File: src/hw/rtl/utfn_pkg.sv
// shared types and constants for the utf wide-to-byte narrower
// no dependencies; imported by the front, queue, back and top modules
package utfn_pkg;

  localparam int unsigned BYTE_W         = 8;
  localparam int unsigned CNT_W          = 16;
  localparam int unsigned MODE_W         = 3;
  localparam int unsigned PH_W           = 2;
  localparam int unsigned FIFO_DEPTH_DEF = 4;

  // charset codes
  localparam logic [MODE_W-1:0] CS_NONE   = 3'd0;
  localparam logic [MODE_W-1:0] CS_DETECT = 3'd1;
  localparam logic [MODE_W-1:0] CS_U16LE  = 3'd2;
  localparam logic [MODE_W-1:0] CS_U16BE  = 3'd3;
  localparam logic [MODE_W-1:0] CS_U32LE  = 3'd4;
  localparam logic [MODE_W-1:0] CS_U32BE  = 3'd5;

  // register indexes
  localparam logic CFG_CHARSET_MODE = 1'b0;
  localparam logic CFG_OUT_LIMIT    = 1'b1;

  // result kinds
  localparam logic KIND_DATA    = 1'b0;
  localparam logic KIND_SUMMARY = 1'b1;

  // everything one input beat causes: up to two data bytes and a summary
  typedef struct packed {
    logic [1:0]        n_data;
    logic [BYTE_W-1:0] byte0;
    logic [BYTE_W-1:0] byte1;
    logic              has_sum;
    logic              sum_ok;
    logic [CNT_W-1:0]  sum_cnt;
  } bundle_t;

endpackage

File: src/hw/rtl/utfn_if.sv
// handshake channels of the narrower: raw byte input and result output
// no dependencies
interface utfn_in_if;
  logic       valid;
  logic       ready;
  logic [7:0] data_byte;
  logic       end_of_buffer;

  modport source (output valid, data_byte, end_of_buffer, input ready);
  modport sink   (input valid, data_byte, end_of_buffer, output ready);
endinterface

interface utfn_out_if;
  logic        valid;
  logic        ready;
  logic        kind;
  logic [7:0]  out_byte;
  logic        ok;
  logic [15:0] copied_count;
  logic        last;

  modport source (output valid, kind, out_byte, ok, copied_count, last, input ready);
  modport sink   (input valid, kind, out_byte, ok, copied_count, last, output ready);
endinterface

File: src/hw/rtl/utfn_front.sv
// front end: takes input beats and config writes, runs charset detection and
// narrowing, and pushes a result bundle for each beat that yields data or ends a buffer; uses utfn_pkg, utfn_in_if
module utfn_front import utfn_pkg::*; (
  input  logic              clk,
  input  logic              rst_n,
  utfn_in_if.sink           in_ch,
  input  logic              cfg_we,
  input  logic              cfg_index,
  input  logic [CNT_W-1:0]  cfg_wdata,
  input  logic              can_push,
  output logic              push,
  output bundle_t           push_data
);

  typedef struct packed {
    logic             emit;
    logic [PH_W-1:0]  phase;
    logic [CNT_W-1:0] cnt;
    logic             ok;
  } nstep_t;

  typedef struct packed {
    logic [MODE_W-1:0] cs;
    logic [2:0]        size;
  } pick_t;

  function automatic nstep_t narrow_step(input logic [MODE_W-1:0] cs,
                                         input logic [PH_W-1:0]   ph,
                                         input logic [CNT_W-1:0]  cnt,
                                         input logic [CNT_W-1:0]  lim,
                                         input logic              okb,
                                         input logic [BYTE_W-1:0] b);
    nstep_t r;
    logic   chk;
    r.emit  = 1'b0;
    r.phase = ph;
    r.cnt   = cnt;
    r.ok    = okb;
    chk     = 1'b0;
    if (cnt < lim) begin
      case (cs)
        CS_U16LE: begin
          if (ph == 2'd0) begin
            r.emit  = 1'b1;
            r.phase = 2'd1;
          end else begin
            chk     = 1'b1;
            r.phase = 2'd0;
          end
        end
        CS_U16BE: begin
          if (ph == 2'd0) begin
            chk     = 1'b1;
            r.phase = 2'd1;
          end else begin
            r.emit  = 1'b1;
            r.phase = 2'd0;
          end
        end
        CS_U32LE: begin
          r.emit  = (ph == 2'd0);
          chk     = (ph != 2'd0);
          r.phase = ph + 2'd1;
        end
        CS_U32BE: begin
          r.emit  = (ph == 2'd3);
          chk     = (ph != 2'd3);
          r.phase = ph + 2'd1;
        end
        default: ;
      endcase
    end
    if (r.emit) r.cnt = cnt + 16'd1;
    if (chk && (b != 8'h00)) r.ok = 1'b0;
    return r;
  endfunction

  // byte order mark first, then zero-byte pattern, then none
  function automatic pick_t pick_charset(input logic [BYTE_W-1:0] h0,
                                         input logic [BYTE_W-1:0] h1,
                                         input logic [BYTE_W-1:0] h2,
                                         input logic [BYTE_W-1:0] h3);
    pick_t p;
    p.size = 3'd0;
    if (h0 == 8'h00 && h1 == 8'h00 && h2 == 8'hFE && h3 == 8'hFF) begin
      p.cs = CS_U32BE; p.size = 3'd4;
    end else if (h0 == 8'hFF && h1 == 8'hFE && h2 == 8'h00 && h3 == 8'h00) begin
      p.cs = CS_U32LE; p.size = 3'd4;
    end else if (h0 == 8'hFE && h1 == 8'hFF) begin
      p.cs = CS_U16BE; p.size = 3'd2;
    end else if (h0 == 8'hFF && h1 == 8'hFE) begin
      p.cs = CS_U16LE; p.size = 3'd2;
    end else if (h0 == 8'h00 && h2 == 8'h00 && h3 != 8'h00) begin
      p.cs = (h1 != 8'h00) ? CS_U16BE : CS_U32BE;
    end else if (h0 != 8'h00 && h1 == 8'h00 && h3 == 8'h00) begin
      p.cs = (h2 != 8'h00) ? CS_U16LE : CS_U32LE;
    end else begin
      p.cs = CS_NONE;
    end
    return p;
  endfunction

  logic [CNT_W-1:0]  limit_r;
  logic [MODE_W-1:0] active_r, active_nxt;
  logic [PH_W-1:0]   phase_r, phase_nxt;
  logic [1:0]        hc_r, hc_nxt;
  logic [CNT_W-1:0]  cnt_r, cnt_nxt;
  logic              ok_r, ok_nxt;
  logic [BYTE_W-1:0] held_r [3];
  logic              accept;
  logic              eob;
  logic [BYTE_W-1:0] b;

  assign in_ch.ready = can_push;
  assign accept      = in_ch.valid && in_ch.ready;
  assign b           = in_ch.data_byte;
  assign eob         = in_ch.end_of_buffer;

  always_comb begin
    logic [BYTE_W-1:0] h [4];
    pick_t             pk;
    nstep_t            st;
    logic              data_left;
    logic [1:0]        nd;
    logic [BYTE_W-1:0] b0, b1;
    active_nxt = active_r;
    phase_nxt  = phase_r;
    hc_nxt     = hc_r;
    cnt_nxt    = cnt_r;
    ok_nxt     = ok_r;
    data_left  = 1'b1;
    nd         = 2'd0;
    b0         = '0;
    b1         = '0;
    h[0]       = held_r[0];
    h[1]       = held_r[1];
    h[2]       = held_r[2];
    h[3]       = b;
    pk         = pick_charset(h[0], h[1], h[2], h[3]);
    st         = '0;
    if (active_r == CS_DETECT) begin
      if (hc_r == 2'd3) begin
        // decision point: decode the held bytes and this byte past the stripped mark, from phase 0
        active_nxt = pk.cs;
        phase_nxt  = '0;
        hc_nxt     = '0;
        for (int i = 0; i < 4; i++) begin
          if (3'(i) >= pk.size) begin
            st = narrow_step(pk.cs, phase_nxt, cnt_nxt, limit_r, ok_nxt, h[i]);
            if (st.emit) begin
              if (nd == 2'd0) b0 = h[i];
              else            b1 = h[i];
              nd = nd + 2'd1;
            end
            phase_nxt = st.phase;
            cnt_nxt   = st.cnt;
            ok_nxt    = st.ok;
          end
        end
        data_left = (pk.size != 3'd4);
      end else begin
        hc_nxt = hc_r + 2'd1;
        if (eob) begin
          active_nxt = CS_NONE;
          phase_nxt  = '0;
          hc_nxt     = '0;
        end
      end
    end else begin
      st        = narrow_step(active_r, phase_r, cnt_r, limit_r, ok_r, b);
      phase_nxt = st.phase;
      cnt_nxt   = st.cnt;
      ok_nxt    = st.ok;
      if (st.emit) begin
        b0 = b;
        nd = 2'd1;
      end
    end

    push_data.n_data  = nd;
    push_data.byte0   = b0;
    push_data.byte1   = b1;
    push_data.has_sum = eob;
    push_data.sum_ok  = ok_nxt && data_left;
    push_data.sum_cnt = cnt_nxt;
    if (eob) begin
      cnt_nxt = '0;
      ok_nxt  = 1'b1;
    end
  end

  assign push = accept && ((push_data.n_data != 2'd0) || eob);

  always_ff @(posedge clk) begin
    if (!rst_n) begin
      limit_r  <= '1;
      active_r <= CS_NONE;
      phase_r  <= '0;
      hc_r     <= '0;
      cnt_r    <= '0;
      ok_r     <= 1'b1;
    end else begin
      if (accept) begin
        active_r <= active_nxt;
        phase_r  <= phase_nxt;
        hc_r     <= hc_nxt;
        cnt_r    <= cnt_nxt;
        ok_r     <= ok_nxt;
      end
      // mode write drops held bytes but keeps the buffer counters
      if (cfg_we) begin
        case (cfg_index)
          CFG_CHARSET_MODE: begin
            active_r <= cfg_wdata[MODE_W-1:0];
            phase_r  <= '0;
            hc_r     <= '0;
          end
          CFG_OUT_LIMIT: limit_r <= cfg_wdata;
          default: ;
        endcase
      end
    end
  end

  always_ff @(posedge clk) begin
    if (accept && (active_r == CS_DETECT) && (hc_r != 2'd3)) held_r[hc_r] <= b;
  end

endmodule

File: src/hw/rtl/utfn_fifo.sv
// short bundle queue between the front and back ends
// uses utfn_pkg for the bundle type
module utfn_fifo import utfn_pkg::*; #(
  parameter int unsigned DEPTH = FIFO_DEPTH_DEF
) (
  input  logic    clk,
  input  logic    rst_n,
  input  logic    push,
  input  bundle_t push_data,
  input  logic    pop,
  output bundle_t head,
  output logic    not_full,
  output logic    not_empty
);

  localparam int unsigned AW = (DEPTH > 1) ? $clog2(DEPTH) : 1;
  localparam int unsigned CW = $clog2(DEPTH + 1);

  bundle_t         mem [DEPTH];
  logic [AW-1:0]   wr_ptr_r, rd_ptr_r;
  logic [CW-1:0]   count_r, count_nxt;
  logic            do_push, do_pop;

  assign not_full  = (count_r != CW'(DEPTH));
  assign not_empty = (count_r != '0);
  assign do_push   = push && not_full;
  assign do_pop    = pop && not_empty;
  assign head      = mem[rd_ptr_r];

  always_comb begin
    count_nxt = count_r;
    if (do_push && !do_pop) count_nxt = count_r + CW'(1);
    if (!do_push && do_pop) count_nxt = count_r - CW'(1);
  end

  always_ff @(posedge clk) begin
    if (!rst_n) begin
      wr_ptr_r <= '0;
      rd_ptr_r <= '0;
      count_r  <= '0;
    end else begin
      count_r <= count_nxt;
      if (do_push) wr_ptr_r <= (wr_ptr_r == AW'(DEPTH - 1)) ? '0 : wr_ptr_r + AW'(1);
      if (do_pop)  rd_ptr_r <= (rd_ptr_r == AW'(DEPTH - 1)) ? '0 : rd_ptr_r + AW'(1);
    end
  end

  always_ff @(posedge clk) begin
    if (do_push) mem[wr_ptr_r] <= push_data;
  end

`ifndef SYNTHESIS
  a_no_overflow: assert property (@(posedge clk) disable iff (!rst_n)
    push |-> not_full) else $error("bundle pushed into a full queue");
  a_no_underflow: assert property (@(posedge clk) disable iff (!rst_n)
    pop |-> not_empty) else $error("pop from an empty queue");
  a_count_range: assert property (@(posedge clk) disable iff (!rst_n)
    count_r <= CW'(DEPTH)) else $error("queue count out of range");
`endif

endmodule

File: src/hw/rtl/utfn_back.sv
// back end: unpacks one bundle into its result beats on the output channel
// uses utfn_pkg and utfn_out_if
module utfn_back import utfn_pkg::*; (
  input  logic     clk,
  input  logic     rst_n,
  input  bundle_t  head,
  input  logic     have_head,
  output logic     pop,
  utfn_out_if.source out_ch
);

  bundle_t    cur_r;
  logic       cur_valid_r;
  logic [1:0] idx_r;
  logic [1:0] total;
  logic       is_data;
  logic       is_last;
  logic       fire;
  logic       done;

  assign total   = cur_r.n_data + {1'b0, cur_r.has_sum};
  assign is_data = (idx_r < cur_r.n_data);
  assign is_last = (idx_r == total - 2'd1);
  assign fire    = cur_valid_r && out_ch.ready;
  assign done    = fire && is_last;
  assign pop     = have_head && (!cur_valid_r || done);

  assign out_ch.valid        = cur_valid_r;
  assign out_ch.kind         = is_data ? KIND_DATA : KIND_SUMMARY;
  assign out_ch.out_byte     = is_data ? ((idx_r == 2'd0) ? cur_r.byte0 : cur_r.byte1) : '0;
  assign out_ch.ok           = is_data ? 1'b0 : cur_r.sum_ok;
  assign out_ch.copied_count = is_data ? '0 : cur_r.sum_cnt;
  assign out_ch.last         = is_last;

  always_ff @(posedge clk) begin
    if (!rst_n) begin
      cur_valid_r <= 1'b0;
      idx_r       <= '0;
    end else if (pop) begin
      cur_valid_r <= 1'b1;
      idx_r       <= '0;
    end else if (done) begin
      cur_valid_r <= 1'b0;
    end else if (fire) begin
      idx_r <= idx_r + 2'd1;
    end
  end

  always_ff @(posedge clk) begin
    if (pop) cur_r <= head;
  end

`ifndef SYNTHESIS
  a_idx_in_bundle: assert property (@(posedge clk) disable iff (!rst_n)
    cur_valid_r |-> (idx_r < total)) else $error("result index past bundle end");
  a_summary_is_last: assert property (@(posedge clk) disable iff (!rst_n)
    (out_ch.valid && out_ch.kind == KIND_SUMMARY) |-> out_ch.last)
    else $error("summary beat not last of its input");
  a_hold_on_stall: assert property (@(posedge clk) disable iff (!rst_n)
    (cur_valid_r && !out_ch.ready) |=> (cur_valid_r && $stable(idx_r)))
    else $error("bundle position moved while stalled");
`endif

endmodule

File: src/hw/rtl/utf_wide_to_byte_narrower_core.sv
// top level of the utf-16/32 to byte narrower with mark detection
// uses utfn_pkg, utfn_if, utfn_front, utfn_fifo and utfn_back
//
//  channel   direction  beat contents
//  in_ch     sink       data_byte, end_of_buffer
//  out_ch    source     kind, out_byte, ok, copied_count, last
//  cfg_*     write      cfg_index 0 charset_mode, 1 out_limit
//
// one input beat per cycle while the bundle queue has room; each beat is
// classified and narrowed combinationally by the front end
// the back end sends one result per cycle while out_ch.ready is high, so a beat with three results
// holds the output until all three are sent; FIFO_DEPTH bundles absorb this
// reset is synchronous; no clearing pass
// an output stall fills the queue, then in_ch.ready drops
module utf_wide_to_byte_narrower_core import utfn_pkg::*; #(
  parameter int unsigned FIFO_DEPTH = FIFO_DEPTH_DEF
) (
  input  logic             clk,
  input  logic             rst_n,
  utfn_in_if.sink          in_ch,
  utfn_out_if.source       out_ch,
  input  logic             cfg_we,
  input  logic             cfg_index,
  input  logic [CNT_W-1:0] cfg_wdata
);

  bundle_t push_data;
  bundle_t head;
  logic    push;
  logic    pop;
  logic    not_full;
  logic    not_empty;

  utfn_front u_front (
    .clk       (clk),
    .rst_n     (rst_n),
    .in_ch     (in_ch),
    .cfg_we    (cfg_we),
    .cfg_index (cfg_index),
    .cfg_wdata (cfg_wdata),
    .can_push  (not_full),
    .push      (push),
    .push_data (push_data)
  );

  utfn_fifo #(
    .DEPTH (FIFO_DEPTH)
  ) u_fifo (
    .clk       (clk),
    .rst_n     (rst_n),
    .push      (push),
    .push_data (push_data),
    .pop       (pop),
    .head      (head),
    .not_full  (not_full),
    .not_empty (not_empty)
  );

  utfn_back u_back (
    .clk       (clk),
    .rst_n     (rst_n),
    .head      (head),
    .have_head (not_empty),
    .pop       (pop),
    .out_ch    (out_ch)
  );

endmodule
File: src/flat_wrapper.sv
// flat-port wrapper written by rule: the top's interface ports become plain ports
module utf_wide_to_byte_narrower_core_flat import utfn_pkg::*;
#(
  parameter int unsigned FIFO_DEPTH = FIFO_DEPTH_DEF
)
  (clk, rst_n, cfg_we, cfg_index, cfg_wdata, in_ch_valid, in_ch_data_byte, in_ch_end_of_buffer, in_ch_ready, out_ch_valid, out_ch_kind, out_ch_out_byte, out_ch_ok, out_ch_copied_count, out_ch_last, out_ch_ready);
  utfn_in_if in_ch_i ();
  utfn_out_if out_ch_i ();
  input  logic clk;
  input  logic rst_n;
  input  logic cfg_we;
  input  logic cfg_index;
  input  logic [CNT_W-1:0] cfg_wdata;
  input wire logic [$bits(in_ch_i.valid)-1:0] in_ch_valid;
  input wire logic [$bits(in_ch_i.data_byte)-1:0] in_ch_data_byte;
  input wire logic [$bits(in_ch_i.end_of_buffer)-1:0] in_ch_end_of_buffer;
  output wire logic [$bits(in_ch_i.ready)-1:0] in_ch_ready;
  output wire logic [$bits(out_ch_i.valid)-1:0] out_ch_valid;
  output wire logic [$bits(out_ch_i.kind)-1:0] out_ch_kind;
  output wire logic [$bits(out_ch_i.out_byte)-1:0] out_ch_out_byte;
  output wire logic [$bits(out_ch_i.ok)-1:0] out_ch_ok;
  output wire logic [$bits(out_ch_i.copied_count)-1:0] out_ch_copied_count;
  output wire logic [$bits(out_ch_i.last)-1:0] out_ch_last;
  input wire logic [$bits(out_ch_i.ready)-1:0] out_ch_ready;
  assign in_ch_i.valid = in_ch_valid;
  assign in_ch_i.data_byte = in_ch_data_byte;
  assign in_ch_i.end_of_buffer = in_ch_end_of_buffer;
  assign in_ch_ready = in_ch_i.ready;
  assign out_ch_valid = out_ch_i.valid;
  assign out_ch_kind = out_ch_i.kind;
  assign out_ch_out_byte = out_ch_i.out_byte;
  assign out_ch_ok = out_ch_i.ok;
  assign out_ch_copied_count = out_ch_i.copied_count;
  assign out_ch_last = out_ch_i.last;
  assign out_ch_i.ready = out_ch_ready;
  utf_wide_to_byte_narrower_core #(.FIFO_DEPTH(FIFO_DEPTH)) u_core (.clk(clk), .rst_n(rst_n), .in_ch(in_ch_i), .out_ch(out_ch_i), .cfg_we(cfg_we), .cfg_index(cfg_index), .cfg_wdata(cfg_wdata));
endmodule
File: config.mk
export PLATFORM = sky130hd
export DESIGN_NAME = utf_wide_to_byte_narrower_core_flat
export DESIGN_NICKNAME = d
export VERILOG_FILES = /design/src/hw/rtl/utfn_pkg.sv /design/src/hw/rtl/utfn_if.sv /design/src/hw/rtl/utfn_front.sv /design/src/hw/rtl/utfn_fifo.sv /design/src/hw/rtl/utfn_back.sv /design/src/hw/rtl/utf_wide_to_byte_narrower_core.sv /design/src/flat_wrapper.sv
export SDC_FILE = /design/constraint.sdc
export NUM_CORES = 1
export LEC_CHECK = 0
export ABC_AREA = 1
export BUFFER_PORTS_ARGS = -buffer_cell sky130_fd_sc_hd__buf_2
export CORE_MARGIN = 3
export CORE_UTILIZATION = 60
export CTS_BUF_LIST = sky130_fd_sc_hd__clkbuf_16
export CTS_CLUSTER_SIZE = 30
export DETAILED_ROUTE_END_ITERATION = 6
export PLACE_DENSITY = 0.76
export SYNTH_ARGS = -nofsm -noshare
export SYNTH_HDL_FRONTEND = slang
export SYNTH_HIERARCHICAL = 1
export SYNTH_SLANG_ARGS = --single-unit
File: constraint.sdc
create_clock -name clk -period 16.9 [get_ports clk]
set_clock_uncertainty 0.15 [all_clocks]
set_input_delay 3.38 -clock clk [delete_from_list [all_inputs] [get_ports clk]]
set_output_delay 3.38 -clock clk [all_outputs]
set_load 0.02 [all_outputs]
* Word level (Yosys, flattened, before mapping)
Memories as Yosys holds them, arrays and structs flattened. A register that Yosys moved wholly into a read port is not among the register bits.
Index checks and enable logic that the tools add are counted.
** Word-level totals
- RAM bits :: 168
- Register bits :: 50
- Memories kept :: 2
** Operators by class
- Bitwise gates (word level) :: 2
- $lt $le $gt $ge :: 9
- Reductions and logical operators :: 62
- Muxes and demuxes :: 184
- Equality and inequality tests :: 30
- Add/sub/neg operators :: 19
** Memory list
- u_core.u_fifo.mem :: words 4, bits a word 36, read ports 1, clocked after Yosys merged registers in 1, wr ports 1, line utfn_fifo.sv:19 : bundle_t mem [DEPTH];
- u_core.u_front.held_r :: words 3, bits a word 8, read ports 3, clocked after Yosys merged registers in 0, wr ports 1, line utfn_front.sv:109 : logic [BYTE_W-1:0] held_r [3];
** Operators by type and width (count)
- $mux W16 :: 19
- $mux W8 :: 27
- $mux W3 :: 31
- $mux W2 :: 39
- $add A16 B1 Y16 const B :: 4
- $lt A16 B16 Y1 :: 4
- $mux W1 :: 56
- $eq A8 B8 Y1 const B :: 6
- $pmux W3 S4 :: 4
- $logic_not A8 Y1 :: 4
- $reduce_bool A8 Y1 :: 4
- $logic_and A1 B1 Y1 :: 28
- $add A2 B1 Y2 const B :: 11
- $mux W6 :: 3
- $logic_not A2 Y1 :: 8
- $pmux W1 S4 :: 4
- $eq A2 B2 Y1 const B :: 7
- $reduce_bool A2 Y1 :: 7
- $eq A3 B2 Y1 const B :: 4
- $eq A3 B3 Y1 const B :: 4
- $ne A2 B2 Y1 const B :: 5
- $ge A1 B3 Y1 const A :: 2
- $ge A2 B3 Y1 const A :: 2
- $ne A3 B3 Y1 const B :: 2
- other kinds (14) :: 21

* Longest topological paths before layout
An unclocked memory read counts as a cell.
- Depth after elaboration :: 58
- Gate-level depth with buffers :: 65
- Gate-level depth less buffers :: 63

* Modules after synthesis
Netlist, hierarchy kept.
** Modules (own cells, without submodules)
- utfn_front :: area an instance 9186.3 µm², cells each 1505, times used 1
- utfn_fifo :: area an instance 5850.6 µm², cells each 415, times used 1
- utfn_back :: area an instance 1617.8 µm², cells each 146, times used 1

* Worst setup path after synthesis
OpenSTA, ideal clock, no wires.
- Path kind :: in2reg
- From :: in in_ch_data_byte[5]
- To :: mem u_core/u_fifo/mem[3][0] (netlist bit), enable pin
- Arrival :: 11.301 ns
- Setup slack :: 5.020 ns
- Library setup time :: 0.429 ns
- Cell stages on the path :: 47
- Path buffers :: 2
- Path through :: inv_1 nand2_1 nor2_4 nand2_1 nand4_1 nand2_1 nor2_2 nand3_4 nand3_4 buf_6 buf_6 inv_1 o21ai_0 ha_1 a21oi_1 or2_2 nand3_1 clkinv_1 [... 11 more ...] nand4_2 inv_1 nand3_1 nor3_1 nand3_1 nor3_1 xor2_1 ha_1 nand4_1 nor3_1 nand2_2 nand3_2 nor2_1 a211oi_1 nor2_1 a21oi_1 nand2_4 nor2_1
** RTL lines
- start, declared :: line flat_wrapper.sv:15 : input wire logic [$bits(in_ch_i.data_byte)-1:0] in_ch_data_byte;
- end, declared :: line utfn_fifo.sv:19

==> flow_summary.json <==
{
  "postSynthRegisterBits": 256,
  "drt_wl_total_um": 48900,
  "run_status": "completed",
  "grt.total_usage_pct": 32.0,
  "sequential_element_share_of_the_synthesized_area_pct": 43.0,
  "place_hpwl_um": 36400,
  "final.setup.tns_ns": 0,
  "drv.max_cap_violation_count": 0,
  "timing.critical_path.fanout_max": 36,
  "dp.cells": 2441,
  "grt-ovfl-total": 0,
  "critical-path-slowest-cell": "sky130_fd_sc_hd__nor2_4",
  "pin_count": 60,
  "drive_above_1_share_pct": 12.1,
  "class_of_the_most_critical_setup_path": "input port to flop",
  "synth-edff-count": 204,
  "fmax_mhz": 75.4,
  "number_of_standard_cells_after_synthesis": 2066,
  "post_cts.resized_instances": 0,
  "detailed_route_wirelength_on_metal3_um": 4620,
  "timing.final.hold_violations": 0,
  "grt_antenna_before_repair": 0,
  "clk_path_buf_depth": 3,
  "leakage_nw": 7.60,
  "ant_nets": 0,
  "detailroute.via_count": 14900,
  "design_power_total_mw": 2.03,
  "cts_setup_buffers": 0,
  "grt_start_max_net_pins": 74,
  "clk_pin_slew_worst_paths_ns": 0.06,
  "fillers": 2250,
  "grt_pass1_wl_um": 76400,
  "floorplan.initialDensity_pct": 61.5,
  "globalplace.congestion": 1.06,
  "detailedRoute.firstPassIterationCount": 5,
  "syn2layout_area_growth_pct": 7.82,
  "finalNetCount": 2216,
  "tritoncts": "done",
  "rows": 60,
  "post_cts_hold_buffer_count": 0,
  "timing.critical_path.slowest_cell_delay_ns": 0.93,
  "cp_data_arrival_time_ns": 13.27,
  "startpoint_type": "input port",
  "tritoncts.num_buffers": 27,
  "drc_errors": 0,
  "min_period_over_period_pct": 78.5,
  "tightestPinTransition_ns": 1.19,
  "syn-num-nets": 2184,
  "non_filler_instances": 2491,
  "avgSynthCellArea_um2": 8.06,
  "die_area_um2": 29800,
  "synth-main-ff-cell": "sky130_fd_sc_hd__edfxtp_1",
  "synth-async-reset-ratio_pct": 0,
  "setup_repair_after_global_routing_missed_its_margin": "no",
  "place.port_buffers": 59,
  "finalCoreUtilization_pct": 66.3,
  "critPathCaptureType": "flop",
  "ys_warn_count": 6,
  "antenna_cells_inserted": 0,
  "worstPathRequired_ns": 16.91,
  "tritoncts_num_sinks": 256,
  "slew-limit-headroom_pct": 20.6,
  "wl_met2_um": 21900,
  "cellPowerDensity_nw_per_um2": 113,
  "slew_viol_final": 0,
  "synth_cell_types": 60,
  "wire_per_inst_um": 19.6,
  "clock-root-buffer": "sky130_fd_sc_hd__clkbuf_16",
  "design.core.area_um2": 27100,
  "grt_pass1_vias": 13700,
  "synth_area_um2": 16700,
  "period_needed_ns": 13.26,
  "setup_viol": 0,
  "source_to_sink_clock_delay_at_the_later_pin_of_the_worst_skew_pair_ns": 0.55,
  "worst_hold_path_type": "flop to flop",
  "route.layer.met1.wl_um": 20900,
  "vias_per_cell": 5.97,
  "die_height_um": 173,
  "floorplan.die.width_um": 173,
  "ctsHtreeMaxLevel": 1,
  "initialDrtViolationCount": 1839,
  "cp_common_cell": "sky130_fd_sc_hd__inv_1",
  "dr.max_layer_used": "met4",
  "vdd_drop_max_mv": 0.0798,
  "fin_hold_ws_ns": 0.337
}
[final cells by class]
class	count	area (um2)	area share, %
inverter	248	938	5.23
clock inverter	23	205	1.14
tap	372	465	2.59
clock buffer	27	676	3.76
multi-input combinational	1500	8160	45.5
timing repair buffer	65	340	1.90
sequential	256	7170	39.9
[where the power goes]
group	internal [mW]	switching (mW)	total [mW]
sequential	0.820	0.0350	0.855
combinational	0.167	0.427	0.594
clock	0.339	0.247	0.586
total	1.33	0.710	2.03
[cells in the mapped netlist (3+ instances only)]
cell	instances	share of area [%]
sky130_fd_sc_hd__clkinv_1	5	0.11
sky130_fd_sc_hd__nand4_2	3	0.23
sky130_fd_sc_hd__o21ai_2	14	0.74
sky130_fd_sc_hd__or2_2	5	0.19
sky130_fd_sc_hd__nand3_4	4	0.42
sky130_fd_sc_hd__nor2_4	10	0.68
sky130_fd_sc_hd__nand3b_1	3	0.14
sky130_fd_sc_hd__dlygate4sd3_1	3	0.18
sky130_fd_sc_hd__buf_4	18	0.81
sky130_fd_sc_hd__o211ai_1	38	1.7
sky130_fd_sc_hd__nand2_1	499	11
sky130_fd_sc_hd__nand3_2	7	0.42
sky130_fd_sc_hd__nor4_1	4	0.15
sky130_fd_sc_hd__ha_1	86	6.5
sky130_fd_sc_hd__buf_6	9	0.61
sky130_fd_sc_hd__a31oi_1	11	0.41
sky130_fd_sc_hd__a21oi_1	108	3.2
sky130_fd_sc_hd__a21oi_2	9	0.47
sky130_fd_sc_hd__buf_2	13	0.39
sky130_fd_sc_hd__xor2_1	31	1.6
sky130_fd_sc_hd__nand2_2	38	1.4
sky130_fd_sc_hd__dfxtp_1	52	6.3
sky130_fd_sc_hd__nand4_1	53	2.0
sky130_fd_sc_hd__nand2_4	5	0.34
sky130_fd_sc_hd__o21ai_1	46	1.4
sky130_fd_sc_hd__a22oi_1	5	0.23
sky130_fd_sc_hd__nand3_1	96	2.9
sky130_fd_sc_hd__a211oi_1	10	0.45
sky130_fd_sc_hd__inv_2	23	0.52
sky130_fd_sc_hd__nor3_1	22	0.66
sky130_fd_sc_hd__nor2_2	16	0.60
sky130_fd_sc_hd__o22ai_1	40	1.5
sky130_fd_sc_hd__edfxtp_1	204	37
sky130_fd_sc_hd__inv_1	217	4.9
sky130_fd_sc_hd__nor2_1	236	5.3
sky130_fd_sc_hd__o21ai_0	78	2.3
sky130_fd_sc_hd__clkbuf_1	14	0.32
[metal layers]
metal	global-route usage, %	vias to the layer above
li1	-	7074
met1	45.6	6887
met2	50.6	793
met3	5.45	114
met4	9.46	0
met5	0	-
[stage by stage]
step	instance area (um2)	setup WS [ns]
after global placement	17100	3.59
after detailed placement	17100	3.22
final	18000	3.64
after CTS	18000	3.73
after floorplan	16700	5.02
after global routing	18000	2.71
[critical path, delay by kind of cell]
family | cells | cell delay [ns]
AND/OR/NAND/NOR | 27 | 5.33
AO/OA/AOI/OAI | 5 | 1.67
buffers and inverters | 8 | 1.40
XOR/XNOR | 2 | 0.55
adder cells (fa/ha/maj) | 3 | 0.89
[placed cells by master, fill, tap and decap left out, types with 40 or more instances in the layout]
cell type                  count
sky130_fd_sc_hd__a21oi_1     108
sky130_fd_sc_hd__buf_2        59
sky130_fd_sc_hd__dfxtp_1      51
sky130_fd_sc_hd__edfxtp_1    204
sky130_fd_sc_hd__ha_1         86
sky130_fd_sc_hd__inv_1       224
sky130_fd_sc_hd__nand2_1     499
sky130_fd_sc_hd__nand3_1      96
sky130_fd_sc_hd__nand4_1      53
sky130_fd_sc_hd__nor2_1      232
sky130_fd_sc_hd__o21ai_0      78
sky130_fd_sc_hd__o21ai_1      46
sky130_fd_sc_hd__o22ai_1      40
[worst paths after layout]
kind	endpoint	startpoint	slack, ns	cells after the start
worst max-delay path	u_core/u_fifo/mem[3][23]$_DFFE_PP_	in_ch_data_byte[2]	3.64	45
worst min-delay path	u_core/u_front/ok_r$_SDFFE_PN1P_	u_core/u_front/ok_r$_SDFFE_PN1P_	0.34	2
worst max register to register	u_core/u_fifo/mem[3][23]$_DFFE_PP_	u_core/u_front/limit_r[9]$_SDFFE_PN1P_	5.80	45
worst min register to register	u_core/u_front/ok_r$_SDFFE_PN1P_	u_core/u_front/ok_r$_SDFFE_PN1P_	0.34	2
[logic make-up (layout without fill, tap and decap cells)]
logic type               Yosys count  in the layout  share of synthesized area, %
adder cells (fa/ha/maj)           87             87                          6.58
flip-flops                       256            256                          43.0
buffers and inverters            310            363                          8.13
XOR/XNOR                          34             34                          1.83
AO/OA/AOI/OAI                    373            373                          13.4
AND/OR/NAND/NOR                 1006           1006                          27.0
[state kept, by name, indices dropped and copies added (netlist names), named ones only]
signal / count
u_core/u_fifo/wr_ptr_r: 2
u_core/u_fifo/mem: 144
u_core/u_front/limit_r: 16
u_core/u_back/idx_r: 2
u_core/u_front/held_r: 24
u_core/u_back/cur_r: 36
u_core/u_back/out_ch.valid: 1
u_core/u_front/cnt_r: 16
u_core/u_front/hc_r: 2
u_core/u_front/ok_r: 1
u_core/u_front/phase_r: 2
u_core/u_fifo/count_r: 3
u_core/u_fifo/rd_ptr_r: 2
u_core/u_front/active_r: 3
Power figures use the tool's default switching activity.
